`src/hw/rtl/scan_min_speed_governor_macros.svh`:
```
// Assertion helpers for the governor RTL.
// The asserting module must have clk and rst_n in scope.
`ifndef SCAN_MIN_SPEED_GOVERNOR_MACROS_SVH
`define SCAN_MIN_SPEED_GOVERNOR_MACROS_SVH

// Same-cycle implication
`define SMSG_ASSERT_IMPL(lbl, ante, cons) \
  lbl: assert property (@(posedge clk) disable iff (!rst_n) (ante) |-> (cons)) \
    else $error("governor assertion failed");

// Next-cycle implication
`define SMSG_ASSERT_NEXT(lbl, ante, cons) \
  lbl: assert property (@(posedge clk) disable iff (!rst_n) (ante) |=> (cons)) \
    else $error("governor assertion failed");

`endif

```
`src/hw/rtl/smsg_pkg.sv`:
```
package smsg_pkg;

  // Register indexes on the configuration port
  typedef enum logic [2:0] {
    REG_MAX_SPEED    = 3'd0,
    REG_SAFE_DIST    = 3'd1,
    REG_CRIT_DIST    = 3'd2,
    REG_VALID_MIN    = 3'd3,
    REG_VALID_MAX    = 3'd4
  } reg_idx_t;

  // Result zone codes
  typedef enum logic [1:0] {
    ZONE_STOP  = 2'd0,
    ZONE_SLOW  = 2'd1,
    ZONE_CLEAR = 2'd2
  } zone_t;

  // Configuration register file contents
  typedef struct packed {
    logic [11:0] speed_full;
    logic [15:0] slow_dist;
    logic [15:0] stop_dist;
    logic [15:0] valid_min;
    logic [15:0] valid_max;
  } cfg_t;

  // Queue status seen by the front and back
  typedef struct packed {
    logic full;
    logic empty;
  } q_stat_t;

  localparam int          CFG_W          = 16;
  localparam int          SPEED_W        = 12;
  localparam int          TURN_W         = 9;
  localparam int          TANH_W         = 15;

  localparam logic [11:0] RST_MAX_SPEED  = 12'd800;
  localparam logic [15:0] RST_SAFE_DIST  = 16'd600;
  localparam logic [15:0] RST_CRIT_DIST  = 16'd300;
  localparam logic [15:0] RST_VALID_MIN  = 16'd0;
  localparam logic [15:0] RST_VALID_MAX  = 16'd12000;

  localparam logic [8:0]  TURN_MRAD      = 9'd300;
  localparam logic [14:0] TANH_SAT       = 15'd32767;

  // tanh(0.016) in Q2.30 and helpers for the table recurrence
  localparam logic [63:0] TANH_STEP_Q30  = 64'd17178403;
  localparam logic [63:0] ONE_Q30        = 64'd1073741824;
  localparam logic [63:0] HALF_Q15_LSB   = 64'd16384;

endpackage

```
`src/hw/rtl/scan_min_speed_governor.sv`:
```
// Accepts one range sample per cycle unless the queue is full; no result without sweep end.
// Result path: a sweep-end sample is folded in the front and pushed into the queue, then
// popped into zone stage, table stage, and multiply into output register.
// Throughput: one sample per cycle; a 4-entry queue absorbs output stalls until it fills.
// Reset (rst_n low, synchronous): registers take their reset values, minimum restarts,
// queue and pipeline empty.
`include "scan_min_speed_governor_macros.svh"

module scan_min_speed_governor
  import smsg_pkg::*;
#(
  parameter int TANH_ENTRIES = 256,
  parameter int RANGE_BITS   = 16
) (
  input  logic                  clk,
  input  logic                  rst_n,
  input  logic                  cfg_we,
  input  logic [2:0]            cfg_index,
  input  logic [CFG_W-1:0]      cfg_wdata,
  input  logic                  in_valid,
  output logic                  in_ready,
  input  logic [RANGE_BITS-1:0] in_range_mm,
  input  logic                  in_sweep_end,
  output logic                  out_valid,
  input  logic                  out_ready,
  output logic [SPEED_W-1:0]    out_linear_speed,
  output logic [TURN_W-1:0]     out_turn_rate,
  output logic [1:0]            out_zone,
  output logic [RANGE_BITS-1:0] out_nearest_mm
);

  cfg_t                  cfg_r, cfg_nxt;
  q_stat_t               q_stat;
  logic                  push;
  logic [RANGE_BITS-1:0] push_nearest;
  logic                  pop;
  logic [RANGE_BITS-1:0] q_nearest;
  logic                  stop_ok;
  logic                  clear_ok;
  logic                  slow_ok;

  // Configuration register file; unknown indexes are dropped
  always_comb begin
    cfg_nxt = cfg_r;
    if (cfg_we) begin
      case (cfg_index)
        REG_MAX_SPEED: cfg_nxt.speed_full = cfg_wdata[SPEED_W-1:0];
        REG_SAFE_DIST: cfg_nxt.slow_dist  = cfg_wdata;
        REG_CRIT_DIST: cfg_nxt.stop_dist  = cfg_wdata;
        REG_VALID_MIN: cfg_nxt.valid_min  = cfg_wdata;
        REG_VALID_MAX: cfg_nxt.valid_max  = cfg_wdata;
        default:       cfg_nxt            = cfg_r;
      endcase
    end
  end

  always_ff @(posedge clk) begin
    if (!rst_n) begin
      cfg_r.speed_full <= RST_MAX_SPEED;
      cfg_r.slow_dist  <= RST_SAFE_DIST;
      cfg_r.stop_dist  <= RST_CRIT_DIST;
      cfg_r.valid_min  <= RST_VALID_MIN;
      cfg_r.valid_max  <= RST_VALID_MAX;
    end else begin
      cfg_r <= cfg_nxt;
    end
  end

  smsg_front #(
    .RANGE_BITS (RANGE_BITS)
  ) u_front (
    .clk          (clk),
    .rst_n        (rst_n),
    .cfg          (cfg_r),
    .in_valid     (in_valid),
    .in_ready     (in_ready),
    .in_range_mm  (in_range_mm),
    .in_sweep_end (in_sweep_end),
    .q_stat       (q_stat),
    .push         (push),
    .push_nearest (push_nearest)
  );

  smsg_queue #(
    .WIDTH (RANGE_BITS)
  ) u_queue (
    .clk   (clk),
    .rst_n (rst_n),
    .push  (push),
    .wdata (push_nearest),
    .pop   (pop),
    .rdata (q_nearest),
    .stat  (q_stat)
  );

  smsg_back #(
    .RANGE_BITS   (RANGE_BITS),
    .TANH_ENTRIES (TANH_ENTRIES)
  ) u_back (
    .clk              (clk),
    .rst_n            (rst_n),
    .cfg              (cfg_r),
    .q_stat           (q_stat),
    .q_nearest        (q_nearest),
    .pop              (pop),
    .out_valid        (out_valid),
    .out_ready        (out_ready),
    .out_linear_speed (out_linear_speed),
    .out_turn_rate    (out_turn_rate),
    .out_zone         (out_zone),
    .out_nearest_mm   (out_nearest_mm)
  );

  // Expected command shape per zone
  assign stop_ok  = (out_linear_speed == '0) && (out_turn_rate == '0);
  assign clear_ok = (out_linear_speed == cfg_r.speed_full) && (out_turn_rate == '0);
  assign slow_ok  = (out_turn_rate == TURN_MRAD) && (out_linear_speed <= cfg_r.speed_full);

  // Result consistency with its zone
  `SMSG_ASSERT_IMPL(a_stop_cmd, out_valid && (out_zone == ZONE_STOP), stop_ok)
  `SMSG_ASSERT_IMPL(a_clear_cmd, out_valid && (out_zone == ZONE_CLEAR), clear_ok)
  `SMSG_ASSERT_IMPL(a_slow_cmd, out_valid && (out_zone == ZONE_SLOW), slow_ok)
  // A full queue refuses the next sample
  `SMSG_ASSERT_IMPL(a_full_block, q_stat.full, !in_ready)

endmodule

```
`src/hw/rtl/smsg_front.sv`:
```
module smsg_front
  import smsg_pkg::*;
#(
  parameter int RANGE_BITS = 16
) (
  input  logic                  clk,
  input  logic                  rst_n,
  input  cfg_t                  cfg,
  input  logic                  in_valid,
  output logic                  in_ready,
  input  logic [RANGE_BITS-1:0] in_range_mm,
  input  logic                  in_sweep_end,
  input  q_stat_t               q_stat,
  output logic                  push,
  output logic [RANGE_BITS-1:0] push_nearest
);

  localparam int CW = (RANGE_BITS > CFG_W) ? RANGE_BITS : CFG_W;

  logic [RANGE_BITS-1:0] running_min_r, running_min_nxt;
  logic                  seen_r, seen_nxt;
  logic                  accept;
  logic                  in_win;
  logic                  take;
  logic [RANGE_BITS-1:0] upd_min;
  logic                  upd_seen;
  logic [RANGE_BITS-1:0] vmax_rng;

  assign in_ready = !q_stat.full;
  assign accept   = in_valid && in_ready;
  assign vmax_rng = RANGE_BITS'(cfg.valid_max);

  // Window test and fold of this sample into the minimum
  always_comb begin
    in_win   = (CW'(in_range_mm) >= CW'(cfg.valid_min)) &&
               (CW'(in_range_mm) <= CW'(cfg.valid_max));
    take     = in_win && (!seen_r || (in_range_mm < running_min_r));
    upd_min  = take ? in_range_mm : running_min_r;
    upd_seen = seen_r || in_win;
  end

  // Sweep end hands the nearest distance to the queue
  assign push         = accept && in_sweep_end;
  assign push_nearest = upd_seen ? upd_min : vmax_rng;

  always_comb begin
    running_min_nxt = running_min_r;
    seen_nxt        = seen_r;
    if (accept) begin
      if (in_sweep_end) begin
        running_min_nxt = vmax_rng;
        seen_nxt        = 1'b0;
      end else begin
        running_min_nxt = upd_min;
        seen_nxt        = upd_seen;
      end
    end
  end

  always_ff @(posedge clk) begin
    if (!rst_n) begin
      running_min_r <= RANGE_BITS'(RST_VALID_MAX);
      seen_r        <= 1'b0;
    end else begin
      running_min_r <= running_min_nxt;
      seen_r        <= seen_nxt;
    end
  end

endmodule

```
`src/hw/rtl/smsg_queue.sv`:
```
module smsg_queue
  import smsg_pkg::*;
#(
  parameter int WIDTH = 16
) (
  input  logic             clk,
  input  logic             rst_n,
  input  logic             push,
  input  logic [WIDTH-1:0] wdata,
  input  logic             pop,
  output logic [WIDTH-1:0] rdata,
  output q_stat_t          stat
);

  localparam int DEPTH = 4;
  localparam int PW    = $clog2(DEPTH);

  logic [WIDTH-1:0] mem_r [DEPTH];
  logic [PW-1:0]    wr_ptr_r, wr_ptr_nxt;
  logic [PW-1:0]    rd_ptr_r, rd_ptr_nxt;
  logic [PW:0]      cnt_r, cnt_nxt;
  logic             do_push, do_pop;

  assign stat.full  = (cnt_r == (PW+1)'(DEPTH));
  assign stat.empty = (cnt_r == '0);
  assign do_push    = push && !stat.full;
  assign do_pop     = pop && !stat.empty;
  assign rdata      = mem_r[rd_ptr_r];

  // Pointer and occupancy update
  always_comb begin
    wr_ptr_nxt = do_push ? wr_ptr_r + 1'b1 : wr_ptr_r;
    rd_ptr_nxt = do_pop ? rd_ptr_r + 1'b1 : rd_ptr_r;
    cnt_nxt    = cnt_r;
    if (do_push && !do_pop) begin
      cnt_nxt = cnt_r + 1'b1;
    end else if (do_pop && !do_push) begin
      cnt_nxt = cnt_r - 1'b1;
    end
  end

  always_ff @(posedge clk) begin
    if (!rst_n) begin
      wr_ptr_r <= '0;
      rd_ptr_r <= '0;
      cnt_r    <= '0;
    end else begin
      wr_ptr_r <= wr_ptr_nxt;
      rd_ptr_r <= rd_ptr_nxt;
      cnt_r    <= cnt_nxt;
    end
  end

  // Storage, no reset needed
  always_ff @(posedge clk) begin
    if (do_push) begin
      mem_r[wr_ptr_r] <= wdata;
    end
  end

endmodule

```
`src/hw/rtl/smsg_back.sv`:
```
module smsg_back
  import smsg_pkg::*;
#(
  parameter int RANGE_BITS   = 16,
  parameter int TANH_ENTRIES = 256
) (
  input  logic                  clk,
  input  logic                  rst_n,
  input  cfg_t                  cfg,
  input  q_stat_t               q_stat,
  input  logic [RANGE_BITS-1:0] q_nearest,
  output logic                  pop,
  output logic                  out_valid,
  input  logic                  out_ready,
  output logic [SPEED_W-1:0]    out_linear_speed,
  output logic [TURN_W-1:0]     out_turn_rate,
  output logic [1:0]            out_zone,
  output logic [RANGE_BITS-1:0] out_nearest_mm
);

  localparam int CW  = (RANGE_BITS > CFG_W) ? RANGE_BITS : CFG_W;
  localparam int IW  = CW - 4;
  localparam int TIW = $clog2(TANH_ENTRIES);

  typedef logic [TANH_ENTRIES-1:0][TANH_W-1:0] tanh_tab_t;

  // Q0.15 tanh table from the Q2.30 addition recurrence, built at elaboration
  function automatic tanh_tab_t build_tanh();
    tanh_tab_t   tab;
    logic [63:0] t;
    logic [63:0] e;
    logic [63:0] num;
    logic [63:0] den;
    logic [63:0] q;
    logic [63:0] rem;
    tab = '0;
    t   = '0;
    for (int i = 0; i < TANH_ENTRIES; i++) begin
      e = (t + HALF_Q15_LSB) >> 15;
      tab[i] = (e > 64'(TANH_SAT)) ? TANH_SAT : e[TANH_W-1:0];
      num = (t + TANH_STEP_Q30) << 30;
      den = ONE_Q30 + ((t * TANH_STEP_Q30) >> 30);
      // restoring long division
      q   = '0;
      rem = '0;
      for (int b = 63; b >= 0; b--) begin
        rem = {rem[62:0], num[b]};
        if (rem >= den) begin
          rem  = rem - den;
          q[b] = 1'b1;
        end
      end
      t = q;
    end
    return tab;
  endfunction

  localparam tanh_tab_t TANH_TAB = build_tanh();

  logic                  adv;

  // stage 1: zone decision and table index
  logic                  s1_valid_r, s1_valid_nxt;
  zone_t                 s1_zone_r, s1_zone_nxt;
  logic [RANGE_BITS-1:0] s1_nearest_r;
  logic                  s1_in_tab_r, s1_in_tab_nxt;
  logic [TIW-1:0]        s1_tidx_r, s1_tidx_nxt;

  // stage 2: table value
  logic                  s2_valid_r;
  zone_t                 s2_zone_r;
  logic [RANGE_BITS-1:0] s2_nearest_r;
  logic [TANH_W-1:0]     s2_t_r, s2_t_nxt;

  // stage 3: output register
  logic                  out_valid_r;
  zone_t                 out_zone_r, out_zone_nxt;
  logic [SPEED_W-1:0]    out_speed_r, out_speed_nxt;
  logic [TURN_W-1:0]     out_turn_r, out_turn_nxt;
  logic [RANGE_BITS-1:0] out_nearest_r;

  logic [CW-1:0]         n_ext;
  logic [CW-1:0]         crit_ext;
  logic [CW-1:0]         safe_ext;
  logic [CW-1:0]         err;
  logic [IW-1:0]         idx;
  logic [SPEED_W+TANH_W-1:0] prod;

  // Whole pipeline moves when the output slot is free or being taken
  assign adv          = !out_valid_r || out_ready;
  assign pop          = adv && !q_stat.empty;
  assign s1_valid_nxt = pop;

  always_comb begin
    n_ext    = CW'(q_nearest);
    crit_ext = CW'(cfg.stop_dist);
    safe_ext = CW'(cfg.slow_dist);
    err      = n_ext - crit_ext;
    idx      = err[CW-1:4];
    if (n_ext <= crit_ext) begin
      s1_zone_nxt = ZONE_STOP;
    end else if (n_ext <= safe_ext) begin
      s1_zone_nxt = ZONE_SLOW;
    end else begin
      s1_zone_nxt = ZONE_CLEAR;
    end
    s1_in_tab_nxt = ({1'b0, idx} < (IW+1)'(TANH_ENTRIES));
    s1_tidx_nxt   = s1_in_tab_nxt ? idx[TIW-1:0] : '0;
  end

  // Table read, saturating beyond the last entry
  assign s2_t_nxt = s1_in_tab_r ? TANH_TAB[s1_tidx_r] : TANH_SAT;

  // Speed command from zone
  always_comb begin
    prod          = (SPEED_W+TANH_W)'(cfg.speed_full) * (SPEED_W+TANH_W)'(s2_t_r);
    out_zone_nxt  = s2_zone_r;
    out_speed_nxt = '0;
    out_turn_nxt  = '0;
    case (s2_zone_r)
      ZONE_STOP: begin
        out_speed_nxt = '0;
        out_turn_nxt  = '0;
      end
      ZONE_SLOW: begin
        out_speed_nxt = prod[SPEED_W+TANH_W-1:TANH_W];
        out_turn_nxt  = TURN_MRAD;
      end
      ZONE_CLEAR: begin
        out_speed_nxt = cfg.speed_full;
        out_turn_nxt  = '0;
      end
      default: begin
        out_speed_nxt = '0;
        out_turn_nxt  = '0;
      end
    endcase
  end

  // Valid bits
  always_ff @(posedge clk) begin
    if (!rst_n) begin
      s1_valid_r  <= 1'b0;
      s2_valid_r  <= 1'b0;
      out_valid_r <= 1'b0;
    end else if (adv) begin
      s1_valid_r  <= s1_valid_nxt;
      s2_valid_r  <= s1_valid_r;
      out_valid_r <= s2_valid_r;
    end
  end

  // Payload stages
  always_ff @(posedge clk) begin
    if (adv) begin
      s1_zone_r     <= s1_zone_nxt;
      s1_nearest_r  <= q_nearest;
      s1_in_tab_r   <= s1_in_tab_nxt;
      s1_tidx_r     <= s1_tidx_nxt;
      s2_zone_r     <= s1_zone_r;
      s2_nearest_r  <= s1_nearest_r;
      s2_t_r        <= s2_t_nxt;
      out_zone_r    <= out_zone_nxt;
      out_speed_r   <= out_speed_nxt;
      out_turn_r    <= out_turn_nxt;
      out_nearest_r <= s2_nearest_r;
    end
  end

  assign out_valid        = out_valid_r;
  assign out_linear_speed = out_speed_r;
  assign out_turn_rate    = out_turn_r;
  assign out_zone         = out_zone_r;
  assign out_nearest_mm   = out_nearest_r;

endmodule
```
`config.mk`:
```
export PLATFORM = sky130hd
export DESIGN_NAME = scan_min_speed_governor
export DESIGN_NICKNAME = d
export VERILOG_FILES = /design/src/hw/rtl/smsg_pkg.sv /design/src/hw/rtl/scan_min_speed_governor.sv /design/src/hw/rtl/smsg_front.sv /design/src/hw/rtl/smsg_queue.sv /design/src/hw/rtl/smsg_back.sv
export VERILOG_INCLUDE_DIRS = /design/src /design/src/hw/rtl
export SDC_FILE = /design/constraint.sdc
export NUM_CORES = 1
export LEC_CHECK = 0
export ABC_AREA = 0
export BUFFER_PORTS_ARGS = -buffer_cell sky130_fd_sc_hd__buf_4
export CAP_MARGIN = 20
export CORE_MARGIN = 2
export CORE_UTILIZATION = 65
export CTS_CLUSTER_SIZE = 30
export DETAILED_ROUTE_END_ITERATION = 8
export PLACE_DENSITY_LB_ADDON = 0.25
export SLEW_MARGIN = 20
export SYNTH_ARGS = -nofsm -noshare
export SYNTH_HDL_FRONTEND = slang
export SYNTH_SLANG_ARGS = --single-unit
```
`constraint.sdc`:
```
create_clock -name clk -period 14.64 [get_ports clk]
set_clock_uncertainty 0.15 [all_clocks]
set_input_delay 2.196 -clock clk [delete_from_list [all_inputs] [get_ports clk]]
set_output_delay 2.196 -clock clk [all_outputs]
set_load 0.03 [all_outputs]
```
# Word-level counts from Yosys, hierarchy flattened
# Memory sizes are Yosys's and may differ from the RTL's. A register that Yosys moved wholly into a read port is not among the register bits.
# Cells that the tools add are included.
[word_totals]
reg_bits = 187
latchBits = 0
ram_bits = 64
romBits = 3840
inputBits = 41
out_inout_bits = 41
word_cells = 84
memories = 2
[op_classes]
n_addsub = 5
n_mul = 1
n_div = 0
n_lt_le_gt_ge = 6
n_eq_ne = 7
shifts = 0
muxes = 13
bitwise = 0
n_reduce_logical = 27
[memory_table]
columns = ["name", "words", "word_bits", "rd", "rd_clocked_by_memory_dff", "wr", "line_no", "rtl"]
rows = [
  ["(name not given)", 256, 15, 1, 1, 0, "smsg_back.sv:112", "assign s2_t_nxt = s1_in_tab_r ? TANH_TAB[s1_tidx_r] : TANH_SAT;"],
  ["u_queue.mem_r", 4, 16, 1, 1, 1, "smsg_queue.sv:18", "logic [WIDTH-1:0] mem_r [DEPTH];"],
]
[ops]
columns = ["cell", "n"]
rows = [
  ["$le A16 B16 Y1", 3],
  ["$mux W16", 3],
  ["$mul A12 B15 Y27", 1],
  ["$pmux W12 S2", 1],
  ["$ge A16 B16 Y1", 1],
  ["$lt A16 B16 Y1", 1],
  ["$sub A16 B16 Y16", 1],
  ["$lt A12 B9 Y1 const B", 1],
  ["$reduce_and A2 Y1", 5],
  ["$logic_and A1 B1 Y1", 9],
  ["$mux W9", 1],
  ["$logic_not A1 Y1", 7],
  ["$eq A3 B2 Y1 const B", 2],
  ["$eq A3 B3 Y1 const B", 2],
  ["$logic_not A3 Y1", 2],
  ["$mux W2", 3],
  ["$mux W3", 2],
  ["$add A2 B1 Y2 const B", 2],
  ["$add A3 B1 Y3 const B", 1],
  ["$eq A3 B1 Y1 const B", 1],
  ["$logic_or A1 B1 Y1", 3],
  ["$mux W1", 3],
  ["$sub A3 B1 Y3 const B", 1],
  ["$eq A2 B1 Y1 const B", 1],
  ["2 further kinds", 2],
]

# Logic depth before layout (Yosys ltp)
# Gate-level depths: netlist of the first run.
[depth]
depth_word = 9
depth_mapped = 22
ltp_nobuf = 21

# Cells and area by module
# Synthesis of the first run repeated with hierarchy kept, for this count alone.
[unflattened]
cells_unflattened = 2309
area_unflattened_um2 = 21430.6
[by_module_without_submodules]
columns = ["module", "n_inst", "cells_per_inst", "area_each_um2", "seq_area_each_um2"]
rows = [
  ["smsg_back", 1, 1564, 13240.2, 2792.7],
  ["scan_min_speed_governor", 1, 282, 2902.8, 1521.5],
  ["smsg_queue", 1, 132, 2812.7, 2102.0],
  ["smsg_front", 1, 331, 2474.9, 340.3],
]

# Least setup slack after synthesis of the first run
# OpenSTA, ideal clock, no wires.
[synth_timing]
kind = "input to register"
from = "input out_ready"
to = "register u_queue.cnt_r[2]"
setup_time_ns = 0.076
arrival_time_ns = 5.631
t_required_ns = 14.414
setup_slack_ns = 8.784
stages = 9
path_buffers = 0
path_cell_list = "nor2b_1 > inv_1 > o31ai_1 > ha_1 > inv_1 > fa_1 > xor2_1 > or3_1 > a21boi_0"
[synth_via]
elab_chain_len = 6
elab_cells_between_ends = 8
cone_classes = "1 x mux; 7 x reduce/logical"
[synth_lines]
columns = ["item", "line_no", "rtl"]
rows = [
  ["start: declaration", "scan_min_speed_governor.sv:25", "input logic out_ready,"],
  ["$logic_or A1 B1 Y1 *", "smsg_back.sv:90", "assign adv = !out_valid_r || out_ready;"],
  ["$logic_and A1 B1 Y1 *", "smsg_back.sv:91", "assign pop = adv && !q_stat.empty;"],
  ["$logic_and A1 B1 Y1 *", "smsg_queue.sv:27", "assign do_pop = pop && !stat.empty;"],
  ["$logic_not A1 Y1", "smsg_queue.sv:35", "if (do_push && !do_pop) begin"],
  ["$logic_and A1 B1 Y1", "smsg_queue.sv:35", ""],
  ["$mux W3 / $reduce_bool A2 Y1 (equally long branches)", "n/a", ""],
  ["end signal: assignment", "smsg_queue.sv:50", "cnt_r <= cnt_nxt;"],
  ["end: declaration", "smsg_queue.sv:21", "logic [PW:0] cnt_r, cnt_nxt;"],
]
# Every way passes the cells marked *; elsewhere a longest branch is shown, timed or not.
# A chain may end at the register's enable or synchronous reset.

# Worst setup path after layout of the first run
[layout_timing]
from = "register cfg_r[67] (netlist name)"
to = "register u_back.out_speed_r[9], in the netlist u_back.out_linear_speed[9], data pin"
[layout_via]
elab_chain_len = 2
[layout_lines]
columns = ["item", "line_no", "rtl"]
rows = [
  ["start: declaration", "scan_min_speed_governor.sv:32", "cfg_t cfg_r, cfg_nxt;"],
  ["start signal: assignment", "scan_min_speed_governor.sv:65", "cfg_r <= cfg_nxt;"],
  ["$mul A12 B15 Y27", "smsg_back.sv:116", "prod = (SPEED_W+TANH_W)'(cfg.speed_full) * (SPEED_W+TANH_W)'(s2_t_r);"],
  ["$pmux W12 S2", "smsg_back.sv:120", "case (s2_zone_r)"],
  ["named net u_back.out_speed_nxt[9]", "smsg_back.sv:78", "logic [SPEED_W-1:0] out_speed_r, out_speed_nxt;"],
  ["end signal: assignment", "smsg_back.sv:164", "out_speed_r <= out_speed_nxt;"],
  ["end: declaration", "smsg_back.sv:78", ""],
]
# The timed path passes the listed nets, and every way through them passes these cells.

==> flow_summary.json, run 1 <==
{
  "finalCritPeriodShare_pct": 41.30,
  "synth_area_leaders": "edfxtp_1 (22%), fa_1 (12%), dfxtp_1 (10%), ha_1 (9.7%), nand2_1 (7.0%)",
  "crit_path_start_kind": "flop",
  "drive_above_1_share_pct": 7.622,
  "switching_share_pct": 48.65,
  "ios": 82,
  "final_area_mm2": 0.02243,
  "slew_viol_final": 0,
  "worst_pin_slew_ns": 0.9745,
  "required_ns": 14.78,
  "status": "finished, final reports clean",
  "nets": 2608,
  "power.internal_uw": 2927,
  "area_growth_pct": 7.625,
  "yosysTopAreaCellShare_pct": 22.33,
  "grt_max_degree": 105,
  "rsz0062_at_grt": "no",
  "clock-sinks": 260,
  "grt_antenna_before_repair": 0,
  "yosysTopAreaCell": "edfxtp_1",
  "wirelength_um": 60720,
  "cts_made_buffers": 27,
  "pwr-share-comb_pct": 67.4,
  "num-fill-cells": 2340,
  "period_needed_ns": 6.047,
  "cp_max_fo": 17,
  "grt_remaining_overflow": 0,
  "die_w_um": 183.1,
  "antenna_cells": 0,
  "place_area_mm2": 0.02145,
  "clock_path_buffers": 3,
  "relSlewSlack_pct": 35.04,
  "clockRootBuffer": "clkbuf_16",
  "cts_hold_buf": 0,
  "initial_core_util_pct": 66.05,
  "seq_power_share_pct": 19.3,
  "worst_ep_arrival_time_ns": 6.18,
  "p_sw_uw": 2773,
  "grt_pass1_wl_um": 95340,
  "yosysUniqueCellTypes": 79,
  "ys_warn_count": 0,
  "timing.setup.tns_ns": 0,
  "multi_input_area_mm2": 0.01245,
  "synth-edff-count": 155,
  "setup_viol": 0,
  "grt_pass1_vias": 17400,
  "stdcell_count": 2698,
  "clk_latency_ns": 0.54,
  "numPortBuffers": 76,
  "hold_path.class": "reg2reg",
  "p_clk_share_pct": 13.3,
  "coreArea_mm2": 0.03156,
  "ir_drop_uv": 306.2,
  "fmax_mhz": 165.4,
  "drt-pass1-iter-count": 7,
  "cts_setup_buffers": 0,
  "synth_area_mm2": 0.02084,
  "hold_viol": 0,
  "dp_hpwl_um": 42500,
  "postRouteAntennaNets": 0,
  "netlist_instances": 2308,
  "path_clk_slew_ns": 0.07,
  "die-area_mm2": 0.03351,
  "place_congestion": 0.9987,
  "vias": 17700,
  "drtIter0Drc": 2368,
  "crit_path_end_kind": "flop",
  "die_h_um": 183.1,
  "vias_per_cell": 6.562,
  "hold_ws_ns": 0.2664,
  "max-cap-violations": 0,
  "cts_tree": "yes",
  "hold-path-cell-count": 0,
  "routedWlPerCell_um": 22.50,
  "path_class": "reg2reg",
  "r2r_cells": 19,
  "cts.htree.levels": 1,
  "ys_seq_area_share_pct": 32.42,
  "cts_resized": 0,
  "dp_cells": 2649,
  "power_leakage_uw": 0.009414,
  "fin_ws_ns": 8.593,
  "row_count": 65,
  "drc": 0,
  "regArea_mm2": 0.006756,
  "power_density_mw_per_mm2": 254.1,
  "syn_area_per_cell_um2": 9.030,
  "place_ws_ns": 8.701,
  "gr-usage-all-layers_pct": 36.34,
  "synth-main-ff-cell": "edfxtp_1",
  "async_flop_share_pct": 0,
  "synth-seq-cells": 260
}
-- power by group through the flow --
stage                     sequential, uW  clock (uW)  combinational [uW]
final                               1100         759                3840
after global placement              1100           0                3600
after global routing                1110         790                4230
after CTS                           1090         761                3740
after floorplan                     1100           0                2720
after detailed placement            1110           0                3710
-- sequential cells by signal, summed over array words and instances (netlist names), 2 cells and up, named ones only --
| register | flops |
|---|---|
| cfg_r | 76 |
| u_back.out_linear_speed | 12 |
| u_back.out_nearest_mm | 16 |
| u_back.out_zone | 2 |
| u_back.out_zone_nxt | 2 |
| u_back.s1_nearest_r | 16 |
| u_back.s1_tidx_r | 8 |
| u_back.s1_zone_r | 2 |
| u_back.s2_nearest_r | 16 |
| u_back.s2_t_r | 15 |
| u_front.running_min_r | 16 |
| u_queue.cnt_r | 3 |
| u_queue.mem_r | 64 |
| u_queue.rd_ptr_r | 2 |
| u_queue.wr_ptr_r | 2 |
-- layout by cell type, fill, tap and decap left out, types with 8 or more instances in the layout --
cell type	instances
clkbuf_16	27
and3_1	12
ha_1	161
xnor2_1	16
nand3_1	42
o22ai_1	9
fa_1	130
a21oi_1	113
a21o_1	30
dfxtp_1	105
o21ai_0	76
o221ai_1	16
inv_1	259
nor2_1	93
o21a_1	11
o21ai_1	30
o311ai_0	9
nor3_1	18
and2_1	73
edfxtp_1	155
mux4_2	16
a211oi_1	20
buf_4	97
a31oi_1	25
nand4_1	14
a22o_1	10
a22oi_1	8
nor2b_1	18
a21boi_1	18
a21boi_0	46
a311oi_1	13
mux2i_1	40
nand2b_1	20
nand2_1	389
xor2_1	8
o211ai_1	36
-- final cells by class --
type / instances / area share [%]
clock inverters: 20 / 1.328
flip-flops and latches: 260 / 30.12
well taps: 402 / 2.242
inverters: 261 / 4.373
repair buffers: 98 / 3.369
clock buffers: 29 / 3.046
multi-input cells: 1628 / 55.52
-- kinds of logic after synthesis --
| family | count (synthesis) | synth area share [%] |
|---|---|---|
| muxes | 57 | 3.704 |
| and+or+nand+nor | 710 | 15.25 |
| other | 1 | 0.01799 |
| xor gates and xnor gates | 24 | 1.009 |
| adders and majority gates | 291 | 22.15 |
| buffers and inverters | 424 | 7.937 |
| DFF | 260 | 32.42 |
| AOI/OAI and AO/OA | 541 | 17.51 |
-- final timing paths --
check	to	start	slack, ns
hold reg to reg	u_back.s2_nearest_r[15]	u_back.s1_nearest_r[15]	0.27
hold / removal	u_back.s2_nearest_r[15]	u_back.s1_nearest_r[15]	0.27
setup reg to reg	u_back.out_linear_speed[9]	cfg_r[67]	8.59
setup / recovery	u_back.out_linear_speed[9]	cfg_r[67]	8.59
-- through the flow --
| stage | utilization [%] | power (uW) |
|---|---|---|
| 2_1_floorplan | - | 3820 |
| 3_3_place_gp | 67.86 | 4701 |
| 3_5_place_dp | 67.97 | 4814 |
| 4_1_cts | 71.08 | 5591 |
| 5_1_grt | 71.08 | 6132 |
| 6_report | 71.08 | 5700 |
-- synthesized netlist by cell type, drive strengths merged, types with 43 or more instances --
cell type    n
nand3       43
a21oi      115
dfxtp      105
inv        261
ha         161
clkbuf     123
nand2      389
o21ai      106
nor2        95
a21boi      65
and2        73
fa         130
edfxtp     155
-- worst max-delay path, cell delays in order (launching register included) --
cell and delay [ns]:
dfxtp_1 0.78, nand2_1 0.17, fa_1 0.54, fa_1 0.51, inv_1 0.05, fa_1 0.49
fa_1 0.49, inv_1 0.05, fa_1 0.47, inv_1 0.04, ha_1 0.30, o2111ai_1 0.13
a21oi_1 0.15, a22oi_1 0.14, o21ai_1 0.35, a21oi_1 0.20, o221ai_1 0.31, a21oi_1 0.14
xnor2_1 0.14, a22o_1 0.20
-- routing by layer --
metal / share of wire [%] / track usage (%) / up-vias
li1: - / - / 7870
met1: 40 / 49.57 / 8542
met2: 46 / 58.55 / 1065
met3: 10 / 5.957 / 226
met4: 4.0 / 14.05 / 0
met5: 0 / 0 / -
Note: power is estimated with default switching activity, not from simulation.
==> run 2: changes to the inputs <==
- ABC_AREA: 0 -> 1
- CORE_UTILIZATION: 65 -> 58
- clock period: 14.64 -> 4.9 ns (I/O delays scaled with it)
==> run 2 against run 1 <==
Net effect:
- the flow now finishes with violations (setup timing)
- global-route usage increased by 0.59 points
- critical path type unchanged
- via count increased by 11%
- core utilization decreased by 3.8 points
- synthesized cell count increased by 14%
- setup slack got worse by 8.8 ns
- largest cell class unchanged
- die area increased by 12%
==> flow_summary.json, run 2 <==
{
  "gr-usage-all-layers_pct": 36.94,
  "drt-pass1-iter-count": 6,
  "clock-sinks": 260,
  "finalCritPeriodShare_pct": 105.1,
  "area_growth_pct": 14.64,
  "worst_pin_slew_ns": 0.9829,
  "synth-seq-cells": 260,
  "grt_pass1_vias": 19640,
  "multi_input_area_mm2": 0.01213,
  "stdcell_count": 3243,
  "largest_reg_flops": 76,
  "regArea_mm2": 0.006763,
  "cts_made_buffers": 27,
  "ys_warn_count": 0,
  "status": "finished, violations left",
  "grt_pass1_wl_um": 108700,
  "place_ws_ns": -0.2018,
  "fin_ws_ns": -0.2502,
  "final_common_cell": "nand2_1",
  "reg.largest.list": "cfg_r x76, u_queue.mem_r x64",
  "place_area_mm2": 0.02237,
  "path_class": "reg2reg",
  "synthTopCellsByCount": "nand2_1 (577), inv_1 (464), o21ai_0 (207)",
  "ys_seq_area_share_pct": 32.50,
  "initial_core_util_pct": 58.73,
  "rsz0062_at_grt": "yes",
  "crit_path_end_kind": "flop",
  "synth_area_mm2": 0.02079,
  "grt_antenna_before_repair": 2,
  "coreArea_mm2": 0.03540,
  "wirelength_um": 70460,
  "synth-main-ff-cell": "edfxtp_1",
  "final_area_mm2": 0.02383,
  "dp_cells": 3177,
  "yosysMostFrequentCell": "nand2_1",
  "grt_remaining_overflow": 0,
  "num-fill-cells": 2731,
  "crit_path_start_kind": "flop",
  "relSlewSlack_pct": 34.23,
  "nets": 3093,
  "place_congestion": 1.047,
  "regMostFlops": "cfg_r",
  "die_h_um": 193.3,
  "yosysUniqueCellTypes": 58,
  "failed_checks": "setup timing",
  "vias": 19630,
  "hold_path.class": "reg2reg",
  "fmax_mhz": 194.2,
  "routedWlPerCell_um": 21.73,
  "row_count": 69,
  "yosysTopAreaCell": "edfxtp_1",
  "postRouteAntennaNets": 0,
  "vias_per_cell": 6.054,
  "required_ns": 5.03,
  "drc": 0,
  "numPortBuffers": 76,
  "path_clk_slew_ns": 0.07,
  "synth_area_leaders": "edfxtp_1 (22%), fa_1 (13%), nand2_1 (10%), dfxtp_1 (10%), ha_1 (9.7%)",
  "clk_latency_ns": 0.55,
  "async_flop_share_pct": 0,
  "dp_hpwl_um": 52170,
  "drtIter0Drc": 2233,
  "cts_hold_buf": 0,
  "max-cap-violations": 0,
  "grt_max_degree": 85,
  "die-area_mm2": 0.03737,
  "netlist_instances": 2639,
  "die_w_um": 193.3,
  "cp_max_fo": 4,
  "cts.htree.levels": 1,
  "slew_viol_final": 0,
  "drive_above_1_share_pct": 13.63,
  "setup_viol": 12,
  "syn_area_per_cell_um2": 7.877,
  "clockRootBuffer": "clkbuf_16",
  "ios": 82,
  "cts_tree": "yes",
  "hold_ws_ns": 0.2670,
  "yosysTopAreaCellShare_pct": 22.39,
  "clock_path_buffers": 3,
  "worst_ep_arrival_time_ns": 5.28,
  "hold_viol": 0,
  "synth-edff-count": 155,
  "final_cell_mix": "nand2_1 (553), inv_1 (448), o21ai_0 (201)",
  "period_needed_ns": 5.150
}
[run 2: changes by cell type after synthesis, sizes merged, moves of 47 or more]
cell    delta
inv      +209
a21oi     +71
nor2      +85
o21ai    +121
and2      -73
clkbuf    -47
a21boi    -62
nand2    +196
nand3     +64
[run 2: logic make-up after synthesis]
group	after synthesis	share of synthesized area, %
compound gates	555	15.15
other cells	1	0.01804
flops	260	32.50
fa+ha+maj	291	22.21
xor+xnor	9	0.3792
simple gates	930	18.45
buf+inv	593	11.29
[run 2: routing by layer]
metal | global-route usage (%) | vias to the layer above | wire [um]
met2 | 60.13 | 1176 | 32320
met5 | 0 | - | 0
met1 | 47.73 | 9324 | 27160
li1 | - | 8840 | -
met4 | 18.21 | 0 | 3943
met3 | 6.538 | 292 | 7033
[run 2: layout make-up]
class	count	share of cell area (%)
multi-input cells	1790	50.90
flip-flops and latches	260	28.38
inverters	473	7.471
repair buffers	209	7.162
clock buffers	37	3.082
well taps	461	2.420
clock inverters	12	0.5775
diodes	1	0.01050
[run 2: path summary, 6_finish.rpt]
path / depth (start not counted) / slack, ns / start / endpoint
worst max register to register: 21 / -0.25 / u_back.s2_t_r[8] / u_back.out_linear_speed[10]
worst max-delay path: 21 / -0.25 / u_back.s2_t_r[8] / u_back.out_linear_speed[10]
worst min register to register: 0 / 0.27 / u_back.s2_nearest_r[2] / u_back.out_nearest_mm[2]
worst min-delay path: 0 / 0.27 / u_back.s2_nearest_r[2] / u_back.out_nearest_mm[2]
[run 2: timing repair]
| item | in CTS | in global routing |
|---|---|---|
| gates cloned | 0 | 0 |
| endpoints found under the setup margin | 12 | 12 |
| gates resized for setup | 56 | 64 |
| setup buffers | 11 | 5 |
| pin swaps | 15 | 25 |
[run 2: per-stage QoR]
step                setup TNS (ns)  util (%)
floorplan                        0         -
global placement           -0.5804     63.18
detailed placement          -1.925     63.18
CTS                        -0.1902     66.59
global route                -3.257     67.32
finish                      -1.561     67.32
[run 2: worst max-delay path, cell delays in order, from the launching register on]
cell and delay [ns]:
edfxtp_1 0.47, buf_4 0.19, nand2_1 0.14, fa_2 0.45, fa_1 0.52, inv_1 0.06
fa_2 0.46, fa_1 0.48, inv_1 0.05, fa_1 0.50, inv_2 0.05, ha_4 0.27
nand2_1 0.08, buf_6 0.13, nor2_1 0.12, inv_1 0.10, nor2_1 0.17, nand4_1 0.16
nand2_1 0.10, nand2_1 0.05, nand3_1 0.08, a21oi_1 0.10
Power of run 2 is not shown: default switching activity piles up to over one toggle a cycle in this logic, so the estimate is an artifact.
